**config.mk**
```make
export PLATFORM = sky130hd
export DESIGN_NAME = brf_ctrl
export DESIGN_NICKNAME = d
export VERILOG_FILES = /design/src/rtl/core/brf_pkg.sv /design/src/rtl/core/brf_adv.sv /design/src/rtl/core/brf_ctrl.sv
export SDC_FILE = /design/constraint.sdc
export NUM_CORES = 1
export LEC_CHECK = 0
export ABC_AREA = 1
export BUFFER_PORTS_ARGS = -buffer_cell sky130_fd_sc_hd__buf_2
export CAP_MARGIN = 20
export CELL_PAD_IN_SITES_DETAIL_PLACEMENT = 1
export CELL_PAD_IN_SITES_GLOBAL_PLACEMENT = 1
export CORE_MARGIN = 2
export CORE_UTILIZATION = 30
export CTS_BUF_LIST = sky130_fd_sc_hd__clkbuf_16
export CTS_CLUSTER_DIAMETER = 80
export DETAILED_ROUTE_END_ITERATION = 6
export PLACE_DENSITY = 0.7
export SYNTH_ARGS = -nofsm -noshare
export SYNTH_HDL_FRONTEND = slang
export SYNTH_HIERARCHICAL = 1
export SYNTH_SLANG_ARGS = --single-unit
```
**constraint.sdc**
```tcl
create_clock -name clk -period 3.2 [get_ports clk]
set_input_delay 0.64 -clock clk [delete_from_list [all_inputs] [get_ports clk]]
set_output_delay 0.64 -clock clk [all_outputs]
set_load 0.02 [all_outputs]
```
**src/rtl/core/brf_pkg.sv**
```systemverilog
// brf_pkg: shared widths, operation codes and status codes for the byte ring FIFO.
// No dependencies; used by brf_adv, brf_ctrl, byte_ring_fifo and brf_checker.
`timescale 1ns / 1ps

package brf_pkg;

    localparam int FUNC_W   = 3;
    localparam int DATA_W   = 8;
    localparam int COUNT_W  = 7;
    localparam int STATUS_W = 2;

    typedef logic [FUNC_W-1:0]   func_t;
    typedef logic [STATUS_W-1:0] status_t;

    localparam func_t FUNC_PUSH    = 3'd0;
    localparam func_t FUNC_POP     = 3'd1;
    localparam func_t FUNC_PEEK    = 3'd2;
    localparam func_t FUNC_DISCARD = 3'd3;
    localparam func_t FUNC_CLEAR   = 3'd4;

    localparam status_t STATUS_OK       = 2'd0;
    localparam status_t STATUS_FULL     = 2'd1;
    localparam status_t STATUS_TOO_LONG = 2'd2;

endpackage

```
**src/rtl/core/brf_adv.sv**
```systemverilog
// brf_adv: shared pointer advance unit, base plus step modulo DEPTH.
// Depends on brf_pkg for the count width.
`timescale 1ns / 1ps

module brf_adv #(
    parameter int DEPTH = 1024
) (
    input  logic [$clog2(DEPTH)-1:0]  base,
    input  logic [brf_pkg::COUNT_W-1:0] step,
    output logic [$clog2(DEPTH)-1:0]  sum
);

    localparam int PTR_W = $clog2(DEPTH);
    localparam int SUM_W = ((PTR_W > brf_pkg::COUNT_W) ? PTR_W : brf_pkg::COUNT_W) + 1;

    logic [SUM_W-1:0] raw;
    logic [SUM_W-1:0] wrapped;

    // step never exceeds DEPTH, so one subtract covers the wrap
    assign raw     = SUM_W'(base) + SUM_W'(step);
    assign wrapped = (raw >= SUM_W'(DEPTH)) ? (raw - SUM_W'(DEPTH)) : raw;
    assign sum     = PTR_W'(wrapped);

endmodule

```
**src/rtl/core/brf_ctrl.sv**
```systemverilog
// brf_ctrl: operation sequencer, pointers, fill count and output register.
// Depends on brf_pkg and brf_adv; drives the store through brf_ram ports.
`timescale 1ns / 1ps

module brf_ctrl #(
    parameter int DEPTH     = 1024,
    parameter int MAX_BURST = 64
) (
    input  logic                          clk,
    input  logic                          rst_n,
    input  logic                          in_valid,
    output logic                          in_stall,
    input  brf_pkg::func_t                func,
    input  logic [brf_pkg::DATA_W-1:0]    data_in,
    input  logic [brf_pkg::COUNT_W-1:0]   byte_count,
    output logic                          out_valid,
    input  logic                          out_stall,
    output logic [brf_pkg::DATA_W-1:0]    data_out,
    output logic                          data_valid,
    output brf_pkg::status_t              status,
    output logic                          last,
    output logic [$clog2(DEPTH+1)-1:0]    occupancy,
    output logic                          ram_we,
    output logic [$clog2(DEPTH)-1:0]      ram_waddr,
    output logic [brf_pkg::DATA_W-1:0]    ram_wdata,
    output logic                          ram_re,
    output logic [$clog2(DEPTH)-1:0]      ram_raddr,
    input  logic [brf_pkg::DATA_W-1:0]    ram_rdata
);

    localparam int PTR_W = $clog2(DEPTH);
    localparam int OCC_W = $clog2(DEPTH+1);
    localparam int CW    = brf_pkg::COUNT_W;
    localparam int CMP_W = (OCC_W > CW) ? OCC_W : CW;

    typedef enum logic [3:0] {
        S_IDLE  = 4'b0001,
        S_EXEC  = 4'b0010,
        S_ISSUE = 4'b0100,
        S_EMIT  = 4'b1000
    } state_t;

    state_t                     state_reg, state_next;
    brf_pkg::func_t             func_reg, func_next;
    logic [brf_pkg::DATA_W-1:0] data_reg, data_next;
    logic [CW-1:0]              count_reg, count_next;
    logic [CW-1:0]              remain_reg, remain_next;
    logic [PTR_W-1:0]           addr_reg, addr_next;
    logic [PTR_W-1:0]           rd_ptr_reg, rd_ptr_next;
    logic [PTR_W-1:0]           wr_ptr_reg, wr_ptr_next;
    logic [OCC_W-1:0]           fill_reg, fill_next;

    logic                       out_valid_reg, out_valid_next;
    logic [brf_pkg::DATA_W-1:0] out_data_reg, out_data_next;
    logic                       out_dv_reg, out_dv_next;
    brf_pkg::status_t           out_status_reg, out_status_next;
    logic                       out_last_reg, out_last_next;
    logic [OCC_W-1:0]           out_occ_reg, out_occ_next;

    logic             out_free;
    logic             load;
    logic [PTR_W-1:0] adv_base;
    logic [CW-1:0]    adv_step;
    logic [PTR_W-1:0] adv_sum;
    logic             is_full;
    logic             too_long;
    logic [CW-1:0]    discard_n;

    brf_adv #(.DEPTH(DEPTH)) u_adv (
        .base (adv_base),
        .step (adv_step),
        .sum  (adv_sum)
    );

    assign out_free  = !out_valid_reg || !out_stall;
    assign is_full   = (fill_reg == OCC_W'(DEPTH));
    assign too_long  = (CMP_W'(count_reg) > CMP_W'(fill_reg))
                    || (count_reg > CW'(MAX_BURST));
    assign discard_n = (CMP_W'(count_reg) > CMP_W'(fill_reg)) ? CW'(fill_reg) : count_reg;

    always_comb
    begin
        state_next      = state_reg;
        func_next       = func_reg;
        data_next       = data_reg;
        count_next      = count_reg;
        remain_next     = remain_reg;
        addr_next       = addr_reg;
        rd_ptr_next     = rd_ptr_reg;
        wr_ptr_next     = wr_ptr_reg;
        fill_next       = fill_reg;
        load            = 1'b0;
        out_data_next   = '0;
        out_dv_next     = 1'b0;
        out_status_next = brf_pkg::STATUS_OK;
        out_last_next   = 1'b1;
        adv_base        = rd_ptr_reg;
        adv_step        = count_reg;
        ram_we          = 1'b0;
        ram_waddr       = wr_ptr_reg;
        ram_wdata       = data_reg;
        ram_re          = 1'b0;
        ram_raddr       = addr_reg;

        unique case (state_reg)
            S_IDLE:
            begin
                if (in_valid)
                begin
                    func_next  = func;
                    data_next  = data_in;
                    count_next = byte_count;
                    state_next = S_EXEC;
                end
            end
            S_EXEC:
            begin
                if (out_free)
                begin
                    load       = 1'b1;
                    state_next = S_IDLE;
                    unique case (func_reg) inside
                        brf_pkg::FUNC_PUSH:
                        begin
                            if (is_full)
                            begin
                                out_status_next = brf_pkg::STATUS_FULL;
                            end
                            else
                            begin
                                ram_we      = 1'b1;
                                adv_base    = wr_ptr_reg;
                                adv_step    = CW'(1);
                                wr_ptr_next = adv_sum;
                                fill_next   = fill_reg + OCC_W'(1);
                            end
                        end
                        brf_pkg::FUNC_POP, brf_pkg::FUNC_PEEK:
                        begin
                            if (count_reg == '0)
                            begin
                                out_status_next = brf_pkg::STATUS_OK;
                            end
                            else if (too_long)
                            begin
                                out_status_next = brf_pkg::STATUS_TOO_LONG;
                            end
                            else
                            begin
                                load        = 1'b0;
                                state_next  = S_ISSUE;
                                addr_next   = rd_ptr_reg;
                                remain_next = count_reg;
                                if (func_reg == brf_pkg::FUNC_POP)
                                begin
                                    rd_ptr_next = adv_sum;
                                    fill_next   = fill_reg - OCC_W'(count_reg);
                                end
                            end
                        end
                        brf_pkg::FUNC_DISCARD:
                        begin
                            adv_step    = discard_n;
                            rd_ptr_next = adv_sum;
                            fill_next   = fill_reg - OCC_W'(discard_n);
                        end
                        brf_pkg::FUNC_CLEAR:
                        begin
                            rd_ptr_next = '0;
                            wr_ptr_next = '0;
                            fill_next   = '0;
                        end
                        default:
                        begin
                            out_status_next = brf_pkg::STATUS_OK;
                        end
                    endcase
                end
            end
            S_ISSUE:
            begin
                ram_re     = 1'b1;
                state_next = S_EMIT;
            end
            S_EMIT:
            begin
                if (out_free)
                begin
                    load          = 1'b1;
                    out_data_next = ram_rdata;
                    out_dv_next   = 1'b1;
                    out_last_next = (remain_reg == CW'(1));
                    remain_next   = remain_reg - CW'(1);
                    adv_base      = addr_reg;
                    adv_step      = CW'(1);
                    addr_next     = adv_sum;
                    state_next    = (remain_reg == CW'(1)) ? S_IDLE : S_ISSUE;
                end
            end
            default:
            begin
                state_next = S_IDLE;
            end
        endcase

        out_occ_next = fill_next;
    end

    assign out_valid_next = load ? 1'b1 : (out_stall ? out_valid_reg : 1'b0);

    always_ff @(posedge clk or negedge rst_n)
    begin
        if (!rst_n)
        begin
            state_reg     <= S_IDLE;
            rd_ptr_reg    <= '0;
            wr_ptr_reg    <= '0;
            fill_reg      <= '0;
            out_valid_reg <= 1'b0;
        end
        else
        begin
            state_reg     <= state_next;
            rd_ptr_reg    <= rd_ptr_next;
            wr_ptr_reg    <= wr_ptr_next;
            fill_reg      <= fill_next;
            out_valid_reg <= out_valid_next;
        end
    end

    always_ff @(posedge clk)
    begin
        func_reg   <= func_next;
        data_reg   <= data_next;
        count_reg  <= count_next;
        remain_reg <= remain_next;
        addr_reg   <= addr_next;
        if (load)
        begin
            out_data_reg   <= out_data_next;
            out_dv_reg     <= out_dv_next;
            out_status_reg <= out_status_next;
            out_last_reg   <= out_last_next;
            out_occ_reg    <= out_occ_next;
        end
    end

    assign in_stall   = (state_reg != S_IDLE);
    assign out_valid  = out_valid_reg;
    assign data_out   = out_data_reg;
    assign data_valid = out_dv_reg;
    assign status     = out_status_reg;
    assign last       = out_last_reg;
    assign occupancy  = out_occ_reg;

endmodule

```
# --- After elaboration in Yosys (flattened, before gate mapping) ---
# Cells that the tools add are included.
totals:
  reg_bits: 94
  elab_cells: 125
op_classes:
  n_addsub: 6
  order_cmp: 3
  eq_ne: 22
  mux: 62
  n_reduce_logical: 17
ops:
  columns: ["cell", "n"]
  rows:
  - ["10-bit 2-to-1 mux", 14]
  - ["11-bit 2-to-1 mux", 6]
  - ["7-bit 2-to-1 mux", 9]
  - ["10-bit one-hot mux with 2 select lines", 3]
  - ["11-bit one-hot mux with 4 select lines", 1]
  - ["7-bit one-hot mux with 2 select lines", 3]
  - ["10-bit one-hot mux with 3 select lines", 1]
  - ["11-bit by 7-bit subtractor with 11-bit output", 2]
  - ["2-bit != test, second input constant", 10]
  - ["4-bit one-hot mux with 4 select lines", 1]
  - ["1-bit 2-to-1 mux", 13]
  - ["3-bit 2-to-1 mux", 4]
  - ["4-bit 2-to-1 mux", 3]
  - ["6-bit AND reduction", 2]
  - ["10-bit by 7-bit adder with 11-bit output", 1]
  - ["11-bit by 1-bit adder with 11-bit output, second input constant", 1]
  - ["11-bit == test, second input constant", 1]
  - ["11-bit greater-or-equal comparator, second input constant", 1]
  - ["7-bit by 11-bit greater-than comparator with 1-bit output", 1]
  - ["10-bit by 1-bit subtractor with 10-bit output, second input constant", 1]
  - ["7-bit by 1-bit == test with 1-bit output, second input constant", 1]
  - ["7-bit greater-than comparator, second input constant", 1]
  - ["7-bit logical NOT", 1]
  - ["7-bit by 1-bit subtractor with 7-bit output, second input constant", 1]
  - ["21 further kinds", 28]

# --- Logic depth before layout (Yosys ltp) ---
logic_depth:
  word_depth: 12
  depth_mapped: 26
  depth_no_buf: 26

# --- Cells and area by module ---
# Netlist, hierarchy kept.
modules_own_cells:
  columns: ["mod", "instances", "cells_per_inst", "area_each_um2"]
  rows:
  - ["brf_ctrl", 1, 711, 5721.7]
  - ["brf_adv", 1, 77, 417.9]

# --- Least setup slack after synthesis ---
# OpenSTA, ideal clock, no wires.
synth_timing:
  path_type: "reg2reg"
  from: "reg fill_reg[6]"
  to: "reg rd_ptr_reg[8]"
  setup_ns: 0.076
  t_arrival_ns: 3.067
  slack_ns: 0.056
  stages_incl_launch_ff: 21
  period_less_slack_ns: 3.144
  path_cell_list: "dfrtp_1 ha_1 a21oi_1 nand2_1 nor2_2 nand2_4 buf_2 nand2_1 o21ai_0 o22ai_1 inv_1 fa_1 o21ai_2 nand2_1 nand2_1 nand2_1 nand2_1 inv_1 nor2_1 inv_1 o21ai_1"
synth_via:
  elab_chain_len: 12
  elab_cells_between_ends: 22
  cone_classes: "add/sub (2); order compare (2); eq/ne (2); mux (14); reduce/logical (2)"
synth_lines:
  columns: ["element", "line", "source"]
  rows:
  - ["start: declaration", "brf_ctrl.sv:51", "logic [OCC_W-1:0] fill_reg, fill_next;"]
  - ["start signal: assignment", "brf_ctrl.sv:226", "fill_reg <= fill_next;"]
  - ["7-bit by 11-bit greater-than comparator with 1-bit output or 11-bit == test (tied branches)", "brf_ctrl.sv:79, brf_ctrl.sv:76", null]
  - ["7-bit 2-to-1 mux (on tied branches)", "brf_ctrl.sv:79, brf_ctrl.sv:125", null]
  - ["7-bit one-hot mux with 2 select lines (*)", "brf_ctrl.sv:122", "unique case (func_reg) inside"]
  - ["7-bit 2-to-1 mux (*)", "brf_ctrl.sv:118", "if (out_free)"]
  - ["7-bit one-hot mux with 2 select lines (*)", "brf_ctrl.sv:105", "unique case (state_reg)"]
  - ["net adv_step[1]", "brf_ctrl.sv:63", "logic [CW-1:0] adv_step;"]
  - ["10-bit by 7-bit adder with 11-bit output (*)", "brf_adv.sv:20", "assign raw = SUM_W'(base) + SUM_W'(step);"]
  - ["10-bit by 1-bit subtractor with 10-bit output or 11-bit greater-or-equal comparator (tied branches)", "brf_adv.sv:21", "assign wrapped = (raw >= SUM_W'(DEPTH)) ? (raw - SUM_W'(DEPTH)) : raw;"]
  - ["10-bit 2-to-1 mux (*)", "brf_adv.sv:21", null]
  - ["net adv_sum[8]", "brf_ctrl.sv:64", "logic [PTR_W-1:0] adv_sum;"]
  - ["10-bit 2-to-1 mux", "brf_ctrl.sv:154", "if (func_reg == brf_pkg::FUNC_POP)"]
  - ["10-bit 2-to-1 mux", "brf_ctrl.sv:144", "else if (too_long)"]
  - ["10-bit 2-to-1 mux", "brf_ctrl.sv:140", "if (count_reg == '0)"]
  - ["10-bit one-hot mux with 3 select lines (*)", "brf_ctrl.sv:122", null]
  - ["end signal: assignment", "brf_ctrl.sv:224", "rd_ptr_reg <= rd_ptr_next;"]
  - ["end: declaration", "brf_ctrl.sv:49", "logic [PTR_W-1:0] rd_ptr_reg, rd_ptr_next;"]
# The timed path passes the listed nets; every way through them passes the cells marked *. The select of a mux whose other input is x is not followed.
# A chain may end at the register's enable or synchronous reset.

# --- Worst setup path in the final report ---
layout_timing:
  from: "reg fill_reg[1]"
  to: "reg addr_reg[6] (netlist: ram_raddr[6]), data pin"
layout_via:
  elab_chain_len: 10
  elab_cells_between_ends: 17
  cone_classes: "add/sub (2); order compare (2); eq/ne (1); mux (12)"
layout_lines:
  columns: ["element", "line", "source"]
  rows:
  - ["7-bit by 11-bit greater-than comparator with 1-bit output or 11-bit == test (tied branches)", "brf_ctrl.sv:79, brf_ctrl.sv:76", null]
  - ["7-bit 2-to-1 mux (on tied branches)", "brf_ctrl.sv:79, brf_ctrl.sv:125", null]
  - ["7-bit one-hot mux with 2 select lines (*)", "brf_ctrl.sv:122", null]
  - ["7-bit 2-to-1 mux (*)", "brf_ctrl.sv:118", null]
  - ["7-bit one-hot mux with 2 select lines (*)", "brf_ctrl.sv:105", null]
  - ["net adv_step[0]", "brf_ctrl.sv:63", null]
  - ["10-bit by 7-bit adder with 11-bit output (*)", "brf_adv.sv:20", null]
  - ["10-bit by 1-bit subtractor with 10-bit output or 11-bit greater-or-equal comparator (tied branches)", "brf_adv.sv:21", null]
  - ["10-bit 2-to-1 mux (*)", "brf_adv.sv:21", null]
  - ["net adv_sum[6]", "brf_ctrl.sv:64", null]
  - ["10-bit 2-to-1 mux (*)", "brf_ctrl.sv:187", "if (out_free)"]
  - ["10-bit one-hot mux with 2 select lines (*)", "brf_ctrl.sv:105", null]
  - ["net addr_next[6]", "brf_ctrl.sv:48", "logic [PTR_W-1:0] addr_reg, addr_next;"]
  - ["end signal: assignment", "brf_ctrl.sv:237", "addr_reg <= addr_next;"]
  - ["end: declaration", "brf_ctrl.sv:48", null]
# Marks and branches as above.

==> run metrics <==
Synth Area in Compound Gates 10.9%; Top FF cell, synth edfxtp_1; HPWL Detailed 15700 um; Max transition margin 33.6%; cell mode on critical path nand2_1; row count 52; final hold violations 0; Final Critical Period 3.22 ns; largest net degree at the start of global routing 37; Root Driver clkbuf_16; MaxCap Viol Count 0; status finished, violations left; area of the mapped netlist 0.00614 mm2; xor and xnor area share after synthesis 1.71%; CP Buf/Inv Count 4; Setup crit end kind register; final hold slack 0.433 ns; met1 usage 23.6%; layout cells sized above 1 32.9%; first-pass GRT wire length 32100 um; Crit Path Class register to register; Post-Syn Instances 788; WL per Instance 16.4 um; hold crit path type primary input to async pin; startpoint types register; CTS H-Tree Depth 3; Synth async-reset ratio 38.3%; gr busiest metal met2; Buffers on Ports 84; worst skew pair latency 0.37 ns; largest family of logic cells by synthesized area simple AND/OR/NAND/NOR gates; multiplexer share of the synthesized area 0%; CTS sink cnt 94; Placement Cell Area 0.00751 mm2; core area 0.0202 mm2; fill count 2499; GRT overflow 0; Critical Path Max Stage Delay 0.40 ns; commonest non-fill, non-tap cell in the layout nand2_1; RSZ-0062 raised after global routing true; die span in y 147 um; DR DRC count 0; Tightest Pin Transition 0.995 ns; most frequent cells in the layout nand2_1, inv_1, buf_4; die width 147 um; Initial DRC Count 299; clock tree buffer depth 2; Net Count, Synth 846; initial core utilization 30.4%; Max Fclk 311 MHz; mean cell area of the mapped netlist 7.79 um2; Unique masters post-synth 44; Die ar. 0.0216 mm2; Final #Nets 1024; CP arrival 3.32 ns; Worst VDD drop 382 uV; Ys Warns 6; Setup Skew 0.0132 ns; Simple-Gate Fraction of Synth Area 28.8%; Tot Pwr 7.90 mW; #FFs+latches synth 94; DRT Pass-1 Iters 4; worst path required time 3.30 ns; # setup viols final 2; Final Slew Violations 0; setup slack after layout -0.0169 ns; PD cells 963 mW/mm2; post-route ant nets 0; CP max stage cell dfrtp_1; Via-to-Cell Ratio 4.84; antenna fix cells 0; met2 layer usage reported by global route 33.6%; CTS tree done; clk slew on worst S/H paths 0.07 ns; vias 6006; vias in the first global route 6339; top cell family by delay on the critical path simple AND/OR/NAND/NOR gates; routing usage on met3 3.48%; IO Pins 85; # hold bufs at CTS 0; Pleak 3.85 nW; Adder-Cell Fraction of Synth Area 6.07%; Final Cycle Share 101%; Post-synth EDFFs 58; Routed WL 20400 um; post-synthesis sequential area ratio 43.1%; initial antenna violation count 0; cell area after layout 0.00821 mm2; RD Place Congestion 0.883; failing checks setup timing; Num CTS Buffers 9; GRT Util Overall 19.0%; crit path cell chain buf_4, ha_1, nand2_1, nor2_2, inv_1, nand2_1, nand2_2, nand3_1, and2_4, nand2_2, nand2_1, nand2_1, a21oi_2, ha_2, inv_2, fa_2, o21ai_4, nand2_2, nand3_1, nand2_1, inv_2, o21ai_0; area grow syn2layout 33.6%; Max FO, Critical Path 3; Sum Neg Setup Slack -0.0279 ns
## final cells by class
cell class | instances | area (um2) | area share (%)
Timing Repair Buffer | 185 | 1210 | 14.7
Multi-Input combinational cell | 551 | 3210 | 39.1
Clock buffer | 11 | 275 | 3.35
Clock inverter | 5 | 60.1 | 0.732
Tap cell | 270 | 338 | 4.12
Sequential cell | 94 | 2650 | 32.2
Inverter | 125 | 469 | 5.72
## cell usage after synthesis, types with 7 or more instances
| master | count | area (um2) |
|---|---|---|
| nand2_1 | 199 | 747 |
| inv_1 | 119 | 447 |
| nor2_1 | 86 | 323 |
| nand3_1 | 63 | 315 |
| edfxtp_1 | 58 | 1740 |
| o21ai_0 | 39 | 195 |
| dfrtp_1 | 35 | 876 |
| a21oi_1 | 26 | 130 |
| ha_1 | 25 | 313 |
| o21ai_1 | 14 | 70.1 |
| nand4_1 | 12 | 75.1 |
| o211ai_1 | 10 | 75.1 |
| buf_2 | 8 | 40.0 |
| o22ai_1 | 8 | 50.1 |
| xor2_1 | 8 | 70.1 |
| nand2_2 | 7 | 43.8 |
## what timing repair did
action,CTS,global route
pin swaps,9,26
resized for setup,28,68
endpoints found under the setup margin,31,39
setup buffers,4,5
## layer usage
| layer | wire length [um] | up-vias |
|---|---|---|
| li1 | - | 2923 |
| met1 | 9060 | 2913 |
| met2 | 10000 | 138 |
| met3 | 854 | 32 |
| met4 | 395 | 0 |
| met5 | 0 | - |
## final timing paths
kind                                                  end  slack, ns                      start  cells past startpoint
worst min register to register  rd_ptr_reg[8]$_DFFE_PN0P_       0.52  rd_ptr_reg[8]$_DFFE_PN0P_                      2
min in group clk                   ram_wdata[0]$_DFFE_PP_       0.45                 data_in[0]                      1
worst min-delay path                out_valid$_DFFE_PN0P_       0.43                      rst_n                      1
worst max register to register     ram_raddr[6]$_DFFE_PP_      -0.02      fill_reg[1]$_DFF_PN0_                     22
max in group asynchronous           fill_reg[6]$_DFF_PN0_       2.09                      rst_n                      1
worst max-delay path               ram_raddr[6]$_DFFE_PP_      -0.02      fill_reg[1]$_DFF_PN0_                     22
## through the flow
step           utilization, %  setup slack (ns)  std cells
2_1_floorplan               -            0.0565        788
3_3_place_gp             37.2            -0.105       1216
3_5_place_dp             37.2            -0.225       1216
4_1_cts                  39.5          -0.00583       1236
5_1_grt                  40.7            -0.215       1241
6_report                 40.7           -0.0169       1241
## kinds of logic after synthesis
family / Yosys count
AND/OR/NAND/NOR: 396
buffers and inverters: 143
AO/OA/AOI/OAI: 115
flip-flops: 94
adder cells (fa/ha/maj): 28
XOR/XNOR: 12
## where the power goes
| part | total [mW] | switching [mW] | internal [mW] |
|---|---|---|---|
| Clock | 1.20 | 0.497 | 0.705 |
| Combinational | 4.74 | 2.88 | 1.85 |
| Sequential | 1.96 | 0.246 | 1.71 |
| Total | 7.90 | 3.63 | 4.27 |
(Power assumes the default switching activity.)
